[config.mk]
export PLATFORM = sky130hd
export DESIGN_NAME = calibrated_midpoint_classifier
export DESIGN_NICKNAME = d
export VERILOG_FILES = /design/src/cmc_pkg.sv /design/src/calibrated_midpoint_classifier.sv
export VERILOG_INCLUDE_DIRS = /design/src /design/src/src
export SDC_FILE = /design/constraint.sdc
export NUM_CORES = 2
export LEC_CHECK = 0
export ABC_AREA = 1
export BUFFER_PORTS_ARGS = -buffer_cell sky130_fd_sc_hd__buf_2
export CELL_PAD_IN_SITES_DETAIL_PLACEMENT = 0
export CELL_PAD_IN_SITES_GLOBAL_PLACEMENT = 1
export CORE_ASPECT_RATIO = 1.5
export CORE_MARGIN = 8
export CORE_UTILIZATION = 40
export CTS_CLUSTER_DIAMETER = 150
export DETAILED_ROUTE_END_ITERATION = 8
export PLACE_DENSITY_LB_ADDON = 0.12
export REMOVE_ABC_BUFFERS = 1
export SYNTH_ARGS = -nofsm -noshare
export SYNTH_HDL_FRONTEND = slang
export SYNTH_SLANG_ARGS = --single-unit
[constraint.sdc]
create_clock -name clk -period 6.8 [get_ports clk]
set_clock_uncertainty 0.15 [all_clocks]
set_input_delay 0.68 -clock clk [delete_from_list [all_inputs] [get_ports clk]]
set_output_delay 0.68 -clock clk [all_outputs]
set_load 0.02 [all_outputs]
[src/calibrated_midpoint_classifier_assert.svh]
// assertion macros for the midpoint classifier
`ifndef CALIBRATED_MIDPOINT_CLASSIFIER_ASSERT_SVH
`define CALIBRATED_MIDPOINT_CLASSIFIER_ASSERT_SVH

// same-cycle implication, checked outside reset
`define CMC_ASSERT_NOW(lbl, ante, cons, msg) \
	lbl: assert property (@(posedge clk) disable iff (!arst_n) (ante) |-> (cons)) \
		else $error(msg);

// next-cycle implication, checked outside reset
`define CMC_ASSERT_NEXT(lbl, ante, cons, msg) \
	lbl: assert property (@(posedge clk) disable iff (!arst_n) (ante) |=> (cons)) \
		else $error(msg);

`endif

[src/cmc_pkg.sv]
// types, constants and microcode rom of the midpoint classifier
package cmc_pkg;

	localparam int TABLE_SIZE = 32;

	localparam int REQ_W     = 2;
	localparam int IDX_W     = 5;
	localparam int CNT_W     = 27;
	localparam int SUM_W     = CNT_W + 1;
	localparam int CLS_OUT_W = 6;

	localparam int IN_W  = ((REQ_W + IDX_W + CNT_W + 7) / 8) * 8;
	localparam int OUT_W = ((CLS_OUT_W + 1 + 7) / 8) * 8;

	localparam int TBL_AW = $clog2(TABLE_SIZE);
	localparam int MID_AW = $clog2(TABLE_SIZE - 1);
	localparam int STEP_W = $clog2(TABLE_SIZE + 1);
	localparam int CLS_W  = STEP_W;

	typedef enum logic [REQ_W-1:0] {
		REQ_STORE    = 2'd0,
		REQ_REBUILD  = 2'd1,
		REQ_CLASSIFY = 2'd2,
		REQ_NONE     = 2'd3
	} req_t;

	typedef enum logic [2:0] {
		UOP_WAIT,
		UOP_STORE,
		UOP_REBUILD,
		UOP_CLASSIFY,
		UOP_RESULT
	} uop_t;

	typedef enum logic [1:0] {
		JC_NONE,
		JC_DISPATCH,
		JC_LOOP,
		JC_OUT_FREE
	} jc_t;

	localparam int PC_W = 3;
	typedef logic [PC_W-1:0] upc_t;

	localparam upc_t PC_IDLE     = 3'd0;
	localparam upc_t PC_STORE    = 3'd1;
	localparam upc_t PC_REBUILD  = 3'd2;
	localparam upc_t PC_CLASSIFY = 3'd3;
	localparam upc_t PC_RESULT   = 3'd4;

	typedef struct packed {
		uop_t op;
		jc_t  jc;
		upc_t nxt;
	} uword_t;

	function automatic uword_t ucode_rom(input upc_t pc);
		uword_t w;
		case (pc)
			PC_IDLE:     w = '{op: UOP_WAIT,     jc: JC_DISPATCH, nxt: PC_IDLE};
			PC_STORE:    w = '{op: UOP_STORE,    jc: JC_NONE,     nxt: PC_RESULT};
			PC_REBUILD:  w = '{op: UOP_REBUILD,  jc: JC_LOOP,     nxt: PC_RESULT};
			PC_CLASSIFY: w = '{op: UOP_CLASSIFY, jc: JC_LOOP,     nxt: PC_RESULT};
			PC_RESULT:   w = '{op: UOP_RESULT,   jc: JC_OUT_FREE, nxt: PC_IDLE};
			default:     w = '{op: UOP_WAIT,     jc: JC_NONE,     nxt: PC_IDLE};
		endcase
		return w;
	endfunction

endpackage

[src/calibrated_midpoint_classifier.sv]
// midpoint classifier: microcoded sequencer over calibration and midpoint tables
//
// one input stream (s_axis) carries requests, one output stream (m_axis) gives
// exactly one result item per request, in order.
// store writes a count into a calibration slot; rebuild recomputes every
// midpoint from neighboring calibration slots; classify walks the midpoints
// and updates the held class number.
// steps from accept to output load:
//   store: store step, then result step; unused code: result step only
//   rebuild: loop over the calibration table, then result step (one calibration read per cycle)
//   classify: loop over the midpoint table, then result step (one midpoint read per cycle)
// the table walks set the rate: each table has a single read port.
// the next item is taken as soon as the result sits in the output register;
// if the receiver stalls with a result already waiting, the sequencer holds
// in its result step and takes no new item until that register frees up.
// reset clears both tables (through valid bits), the held class and both
// handshakes; no clearing pass is needed.
module calibrated_midpoint_classifier
	import cmc_pkg::*;
(
	input  logic             clk,
	input  logic             arst_n,
	input  logic             s_axis_tvalid,
	output logic             s_axis_tready,
	input  logic [IN_W-1:0]  s_axis_tdata,  // req_type, cal_index, measured_count, zero pad
	output logic             m_axis_tvalid,
	input  logic             m_axis_tready,
	output logic [OUT_W-1:0] m_axis_tdata   // class_number, classified, zero pad
);

`include "calibrated_midpoint_classifier_assert.svh"

	upc_t              pc_q;
	upc_t              pc_nxt;
	uword_t            uw;
	logic              in_acc;
	logic              out_free;
	logic              loop_last;

	req_t              req_q;
	logic [IDX_W-1:0]  idx_q;
	logic [CNT_W-1:0]  count_q;
	logic [STEP_W-1:0] step_q;
	logic [CLS_W-1:0]  held_q;

	logic [CNT_W-1:0]  cal_mem [TABLE_SIZE];
	logic [TABLE_SIZE-1:0] cal_vld_q;
	logic [TBL_AW-1:0] cal_ra;
	logic [CNT_W-1:0]  cal_rd_q;
	logic              cal_rv_q;
	logic [CNT_W-1:0]  cal_eff;

	logic [CNT_W-1:0]  mid_mem [TABLE_SIZE-1];
	logic              mid_vld_q;
	logic              mid_re;
	logic [CNT_W-1:0]  mid_rd_q;
	logic [CNT_W-1:0]  mid_eff;

	logic [CNT_W-1:0]  prev_q;
	logic [SUM_W-1:0]  rb_sum;
	logic              ge0_q;
	logic              in_gap;

	logic              m_vld_q;
	logic [OUT_W-1:0]  m_data_q;

	assign uw            = ucode_rom(pc_q);
	assign s_axis_tready = (uw.op == UOP_WAIT);
	assign in_acc        = s_axis_tvalid && s_axis_tready;
	assign out_free      = !m_vld_q || m_axis_tready;
	assign m_axis_tvalid = m_vld_q;
	assign m_axis_tdata  = m_data_q;

	// rebuild runs one step further than classify: its write index trails its read index by two
	assign loop_last = (uw.op == UOP_REBUILD) ? (step_q == STEP_W'(TABLE_SIZE))
	                                          : (step_q == STEP_W'(TABLE_SIZE - 1));

	always_comb begin
		pc_nxt = pc_q;
		case (uw.jc)
			JC_NONE: begin
				pc_nxt = uw.nxt;
			end
			JC_DISPATCH: begin
				if (in_acc) begin
					case (req_t'(s_axis_tdata[REQ_W-1:0]))
						REQ_STORE:    pc_nxt = PC_STORE;
						REQ_REBUILD:  pc_nxt = PC_REBUILD;
						REQ_CLASSIFY: pc_nxt = PC_CLASSIFY;
						default:      pc_nxt = PC_RESULT;
					endcase
				end
			end
			JC_LOOP: begin
				if (loop_last) begin
					pc_nxt = uw.nxt;
				end
			end
			JC_OUT_FREE: begin
				if (out_free) begin
					pc_nxt = uw.nxt;
				end
			end
			default: begin
				pc_nxt = PC_IDLE;
			end
		endcase
	end

	always_ff @(posedge clk or negedge arst_n) begin
		if (!arst_n) begin
			pc_q <= PC_IDLE;
		end else begin
			pc_q <= pc_nxt;
		end
	end

	// item capture
	always_ff @(posedge clk) begin
		if (in_acc) begin
			req_q   <= req_t'(s_axis_tdata[REQ_W-1:0]);
			idx_q   <= s_axis_tdata[REQ_W +: IDX_W];
			count_q <= s_axis_tdata[REQ_W + IDX_W +: CNT_W];
		end
	end

	always_ff @(posedge clk or negedge arst_n) begin
		if (!arst_n) begin
			step_q <= '0;
		end else if (in_acc) begin
			step_q <= '0;
		end else if (uw.op == UOP_REBUILD || uw.op == UOP_CLASSIFY) begin
			step_q <= step_q + STEP_W'(1);
		end
	end

	// calibration table
	assign cal_ra  = TBL_AW'(step_q);
	assign cal_eff = cal_rv_q ? cal_rd_q : '0;

	always_ff @(posedge clk) begin
		if (uw.op == UOP_STORE && int'(idx_q) < TABLE_SIZE) begin
			cal_mem[TBL_AW'(idx_q)] <= count_q;
		end
		cal_rd_q <= cal_mem[cal_ra];
	end

	always_ff @(posedge clk or negedge arst_n) begin
		if (!arst_n) begin
			cal_vld_q <= '0;
			cal_rv_q  <= 1'b0;
		end else begin
			if (uw.op == UOP_STORE && int'(idx_q) < TABLE_SIZE) begin
				cal_vld_q[TBL_AW'(idx_q)] <= 1'b1;
			end
			cal_rv_q <= cal_vld_q[cal_ra];
		end
	end

	// midpoint table, written whole by every rebuild
	assign rb_sum  = SUM_W'(prev_q) + SUM_W'(cal_eff);
	assign mid_re  = (uw.op == UOP_CLASSIFY) && (step_q <= STEP_W'(TABLE_SIZE - 2));
	assign mid_eff = mid_vld_q ? mid_rd_q : '0;

	always_ff @(posedge clk) begin
		if (uw.op == UOP_REBUILD && step_q >= STEP_W'(2)) begin
			mid_mem[MID_AW'(step_q - STEP_W'(2))] <= rb_sum[SUM_W-1:1];
		end
		if (mid_re) begin
			mid_rd_q <= mid_mem[MID_AW'(step_q)];
		end
	end

	always_ff @(posedge clk or negedge arst_n) begin
		if (!arst_n) begin
			mid_vld_q <= 1'b0;
		end else if (uw.op == UOP_REBUILD && step_q >= STEP_W'(2)) begin
			mid_vld_q <= 1'b1;
		end
	end

	// previous entry of the walk: cal[step-2] on rebuild, M[step-2] on classify
	always_ff @(posedge clk) begin
		if (uw.op == UOP_REBUILD) begin
			prev_q <= cal_eff;
		end else if (uw.op == UOP_CLASSIFY) begin
			prev_q <= mid_eff;
		end
		if (uw.op == UOP_CLASSIFY && step_q == STEP_W'(1)) begin
			ge0_q <= (count_q >= mid_eff);
		end
	end

	// count strictly between M[step-2] and M[step-1]
	assign in_gap = (count_q < prev_q) && (count_q > mid_eff);

	always_ff @(posedge clk or negedge arst_n) begin
		if (!arst_n) begin
			held_q <= '0;
		end else if (uw.op == UOP_CLASSIFY && step_q >= STEP_W'(2)) begin
			if (loop_last && count_q <= mid_eff) begin
				held_q <= CLS_W'(TABLE_SIZE);
			end else if (loop_last && ge0_q) begin
				held_q <= CLS_W'(1);
			end else if (in_gap) begin
				held_q <= CLS_W'(step_q);
			end
		end
	end

	// output register
	always_ff @(posedge clk or negedge arst_n) begin
		if (!arst_n) begin
			m_vld_q <= 1'b0;
		end else if (uw.op == UOP_RESULT && out_free) begin
			m_vld_q <= 1'b1;
		end else if (m_axis_tready) begin
			m_vld_q <= 1'b0;
		end
	end

	always_ff @(posedge clk) begin
		if (uw.op == UOP_RESULT && out_free) begin
			m_data_q <= {{(OUT_W - CLS_OUT_W - 1){1'b0}}, (req_q == REQ_CLASSIFY),
			             CLS_OUT_W'(held_q)};
		end
	end

	`CMC_ASSERT_NEXT(a_accept_leaves_idle, s_axis_tvalid && s_axis_tready,
		pc_q != PC_IDLE, "accepted item did not start a routine")
	`CMC_ASSERT_NOW(a_walk_bound, uw.op == UOP_REBUILD || uw.op == UOP_CLASSIFY,
		step_q <= STEP_W'(TABLE_SIZE), "table walk ran past its end")
	`CMC_ASSERT_NOW(a_class_range, 1'b1,
		held_q <= CLS_W'(TABLE_SIZE), "held class beyond table size")
	`CMC_ASSERT_NEXT(a_result_loaded, uw.op == UOP_RESULT && out_free,
		m_axis_tvalid && pc_q == PC_IDLE, "result step did not load the output")

endmodule
After elaboration in Yosys (flattened, before gate mapping):

Memory sizes are Yosys's and may differ from the RTL's. A register that Yosys moved wholly into a read port is not among the register bits.
Cells that the tools add are included.

* output and inout bits: 10
* flip-flop bits (word level): 119
* word-level logic and storage cells: 97
* bits in writable memories: 1701
* memories kept: 2
* input port bits: 44

Memories
* cal_mem: words 32, width 27, read ports 1, clocked after Yosys merged registers in 1, wr ports 1, line calibrated_midpoint_classifier.sv:46 `logic [CNT_W-1:0] cal_mem [TABLE_SIZE];`
* mid_mem: words 31, width 27, read ports 1, clocked after Yosys merged registers in 1, wr ports 1, line calibrated_midpoint_classifier.sv:53 `logic [CNT_W-1:0] mid_mem [TABLE_SIZE-1];`

* $lt $le $gt $ge: 9
* $add $sub $neg: 3
* equal/unequal tests: 20
* reduce and logical (&&, ||, !) cells: 23
* multiplexer cells: 26
* bitwise logic cells: 1

Operators by type and width (number)
* two-way mux 27 bit: 4
* one-hot mux 8 bit (5 select lines): 1
* bitwise OR 32 bit: 1
* two-way mux 6 bit: 5
* adder 27 x 27 -> 28 bit: 1
* greater-or-equal comparator 27 bit: 1
* > comparator 27 bit: 1
* less-or-equal comparator 27 bit: 1
* less-than comparator 27 bit: 1
* equality test 3 x 2 -> 1 bit (second input constant): 4
* less-than comparator 5 x 6 -> 1 bit (second input constant): 2
* one-hot mux 3 bit (4 select lines): 1
* logical AND 1 bit: 10
* two-way mux 1 bit: 9
* two-way mux 3 bit: 3
* one-hot mux 3 bit (3 select lines): 1
* equality test 2 bit (second input constant): 4
* adder 6 x 1 -> 6 bit (second input constant): 1
* equality test 3 x 1 -> 1 bit (second input constant): 2
* equality test 3 bit (second input constant): 2
* equality test 6 x 1 -> 1 bit (second input constant): 1
* equality test 6 x 5 -> 1 bit (second input constant): 1
* equality test 6 bit (second input constant): 1
* greater-or-equal comparator 6 x 2 -> 1 bit (second input constant): 1
* 15 further kinds: 23

Longest topological paths before layout:

* word-level depth: 7
* depth in mapped cells: 18
* mapped depth without buffers: 16

Worst setup path before layout:

No wires, ideal clock.

* path kind: reg-to-reg
* start point: reg step_q[1]
* end point: mem mid_mem[16][0], enable pin
* slack: 3.158 ns
* clock period less this slack: 3.642 ns
* data arrival time: 3.081 ns
* buffers on the path: 4
* cell stages (with the launch flop): 12
* library setup time: 0.411 ns
* data required time: 6.239 ns
* path through: dfrtp_1 -> inv_2 -> buf_6 -> buf_6 -> buf_2 -> buf_2 -> ha_1 -> xnor2_1 -> inv_1 -> nor2_1 -> nand2_1 -> nor2_1

* word-level cells in the longest chain between the ends: 4
* elaborated cells on any way between the ends: 5
* classes of those cells: 1 x add/sub; 1 x order compare; 2 x mux; 1 x reduce/logical

RTL lines
* from (decl): line calibrated_midpoint_classifier.sv:43 `logic [STEP_W-1:0] step_q;`
* from (signal assigned): line calibrated_midpoint_classifier.sv:133 `step_q <= step_q + STEP_W'(1);`
* greater-or-equal comparator 6 x 2 -> 1 bit: line calibrated_midpoint_classifier.sv:166 `if (uw.op == UOP_REBUILD && step_q >= STEP_W'(2)) begin`
* logical AND 1 bit: line calibrated_midpoint_classifier.sv:166
* two-way mux 1 bit: line calibrated_midpoint_classifier.sv:166
* two-way mux 1 bit (not written as such): line calibrated_midpoint_classifier.sv:167 `mid_mem[MID_AW'(step_q - STEP_W'(2))] <= rb_sum[SUM_W-1:1];`
* to (decl): line calibrated_midpoint_classifier.sv:53

Parallel ways exist; a longest one is shown, timed or not.

Final worst setup path:

* start point: reg step_q[0]
* end point: reg mid_rd_q[13] (read register of mid_mem) (data pin)

* word-level cells in the longest chain between the ends: 2

RTL lines
* less-or-equal comparator 6 x 5 -> 1 bit: line calibrated_midpoint_classifier.sv:162 `assign mid_re = (uw.op == UOP_CLASSIFY) && (step_q <= STEP_W'(TABLE_SIZE - 2));`
* logical AND 1 bit: line calibrated_midpoint_classifier.sv:162
* to (decl): line calibrated_midpoint_classifier.sv:56 `logic [CNT_W-1:0] mid_rd_q;`

Parallel ways exist; a longest one is shown, timed or not.
A chain may end at the register's enable or synchronous reset.

==> results.py <==
metrics = {
    "final_layout": {
        "nFillCells": 17000,
        "final_util": 0.454,
        "area_growth_pct": 13.1,
        "drive_gt1_frac": 0.0943,
        "layout.nets": 6100,
    },
    "route": {
        "vias": 46800,
        "detail_route.wl_per_cell_um": 24.8,
        "drc_errors": 0,
        "final_antenna_net_count": 0,
        "wl_mm": 212,
        "drt-initial-drc-count": 3613,
        "drt-vias-per-instance": 5.46,
        "first_pass_iters": 6,
    },
    "yosys": {
        "syn-cell-area_um2": 75400,
        "yosysTopAreaCell": "edfxtp_1",
        "yosys-top-cells-area": "edfxtp_1 (72%), o21ai_0 (5.4%), nor2_1 (4.9%)",
        "synthCells": 5912,
        "synthTopCellsByCount": "edfxtp_1 (1797), nor2_1 (985), o21ai_0 (809), nand2_1 (714), o22ai_1 (392)",
        "syn_area_per_cell_um2": 12.8,
        "synth_top_area_frac": 0.716,
        "synth-edff-count": 1797,
        "ys_async_sr_fraction": 0.0267,
        "yosysMostFrequentCell": "edfxtp_1",
        "synth-seq-cells": 1874,
        "ys.flop_type": "edfxtp_1",
        "synth_cell_types": 56,
        "ys_warn_count": 0,
        "synth-seq-area-share": 0.739,
    },
    "power": {
        "pwr_density_cell_nw_per_um2": 419,
        "max-vdd-ir-drop_v": 0.000276,
        "power_w": 0.0357,
        "p_leak_nw": 28.7,
    },
    "cts": {
        "cts_tree": "built",
        "cts_num_sinks": 1874,
        "htree_levels": 4,
        "cts_buffers": 189,
        "clk_pin_slew_worst_paths_ps": 60,
        "insertion_delay_ps": 810,
        "cts_root_buf": "clkbuf_16",
        "clk_path_buf_depth": 4,
    },
    "placement": {
        "pre_cts_ws_ps": 2430,
        "gp_congestion": 0.800,
        "dp_hpwl_mm": 119,
        "portBuffers": 46,
    },
    "grt": {
        "track_usage": 0.205,
        "grt_max_degree": 185,
        "grt_pass1_wl_mm": 313,
        "first_global_vias": 46800,
        "antenna_found_initial": 3,
        "grt_overflow_total": 0,
    },
    "setup_path": {
        "cp.arrival_ps": 4690,
        "cp_max_fo": 154,
        "cp-end-kind": "register",
        "crit_required_ps": 7200,
        "crit_type": "register to register",
        "r2r_cells": 9,
        "critPathLaunchType": "register",
    },
    "floorplanning": {
        "initial_core_util": 0.401,
        "core_area_um2": 188000,
        "die_w_um": 370,
        "std_cell_rows": 195,
        "die_area_um2": 203000,
        "die_h_um": 548,
        "io_pins": 54,
    },
    "sta": {
        "setup_viol": 0,
        "period_share": 0.630,
        "fmax_mhz": 233,
        "setup_ws_ps": 2510,
        "fin_crit_ps": 4290,
        "tightest_slew_ps": 1300,
        "relSlewSlack": 0.132,
        "finalHoldViolCount": 0,
        "fin_setup_tns_ps": 0,
        "rsz0062_at_grt": "no",
        "slew_viol_final": 0,
    },
    "worst_hold_path": {
        "min_delay_path_depth": 4,
        "min_path_type": "input pin to register",
    },
    "status": {
        "status": "complete, no violations",
    },
    "job": {
        "cap_violations": 0,
    },
}
repair_timing:
item                      CTS  global route
setup buffers               0             0
gates resized for setup     0             0
hold endpoints to repair   85             0
hold buffers               36             0
worst max-delay path, cell delays in order (launching register included):
cell	delay, ps
dfrtp_4	770
inv_16	530
buf_12	430
buf_4	640
o21ai_0	150
o22ai_1	190
nand2_1	90
nand3_1	130
nor3_1	70
a41oi_1	430
routing by layer:
layer / wire length, µm / vias to the layer above / share of wire / global-route usage
li1: - / 21700 / - / -
met1: 84700 / 23700 / 0.40 / 0.246
met2: 113000 / 978 / 0.53 / 0.382
met3: 7380 / 342 / 0.035 / 0.0219
met4: 6740 / 0 / 0.032 / 0.0641
met5: 0 / - / 0 / 0
cell families (layout without fill, tap and decap cells):
kind of cell,after synthesis,in the layout,share of synthesized area
AND/OR/NAND/NOR,1897,1897,0.100
XOR/XNOR,23,23,0.00267
flip-flops,1874,1874,0.739
adder cells (fa/ha/maj),90,90,0.0150
AO/OA/AOI/OAI,1513,1513,0.111
other,1,2,0.0000497
buffers and inverters,514,709,0.0313
cell usage in the layout (no fill, tap or decap), drive strengths merged, types with 9 or more instances in the layout:
cell type    count
a21oi          101
buf            190
ha              89
a41oi            9
or2             21
xor2            14
bufinv          15
xnor2            9
dfrtp           50
clkinv          69
o211ai          22
dfxtp           27
nor3            26
o22ai          392
nand4           47
inv            152
edfxtp        1797
a211oi          20
o21ai          912
nand3           84
a221oi          25
a31oi           18
dlygate4sd3     36
nor2           991
nand2          720
clkbuf         244
layout make-up:
| class | instances | area [µm²] | area share |
|---|---|---|---|
| timing repair buffer | 226 | 1860 | 0.0218 |
| multi-input combinational | 3524 | 18000 | 0.212 |
| clock inverter | 88 | 803 | 0.00942 |
| inverter | 151 | 606 | 0.00710 |
| antenna | 1 | 2.50 | 0.0000293 |
| tap | 2462 | 3080 | 0.0361 |
| sequential | 1874 | 55800 | 0.654 |
| clock buffer | 244 | 5120 | 0.0600 |
metrics by stage:
stage / hold WS, ps / cell area, µm² / instances
2_1_floorplan: 234 / 73600 / 5549
3_3_place_gp: 290 / 79000 / 8201
3_5_place_dp: 286 / 79000 / 8201
4_1_cts: 99.7 / 85300 / 8569
5_1_grt: 142 / 85300 / 8570
6_report: 143 / 85300 / 8570
final timing paths:
check / startpoint / slack [ps] / endpoint
setup reg to reg: step_q[0] / 2510 / mid_rd_q[13]
hold / removal: s_axis_tvalid / 140 / step_q[2]
max in group asynchronous: arst_n / 5550 / step_q[1]
min in group asynchronous: arst_n / 370 / pc_q[2]
hold reg to reg: held_q[1] / 310 / m_axis_tdata[1]
setup / recovery: step_q[0] / 2510 / mid_rd_q[13]
registers in the layout, summed over array words and instances (netlist names), 2 cells and up:
signal and flops:
cal_mem 864, mid_mem 837, cal_vld_q 32, cal_rd_q 27, count_q 27, mid_rd_q 27, prev_q 27, m_axis_tdata 7
held_q 6, step_q 6, idx_q 5, pc_q 3, req_q 2
report_power, final:
part           switching (W)  internal, W
Sequential          0.000308       0.0152
Combinational        0.00760      0.00247
Clock                0.00430      0.00585
Total                 0.0122       0.0235
Note: power is estimated with default switching activity, not from simulation.
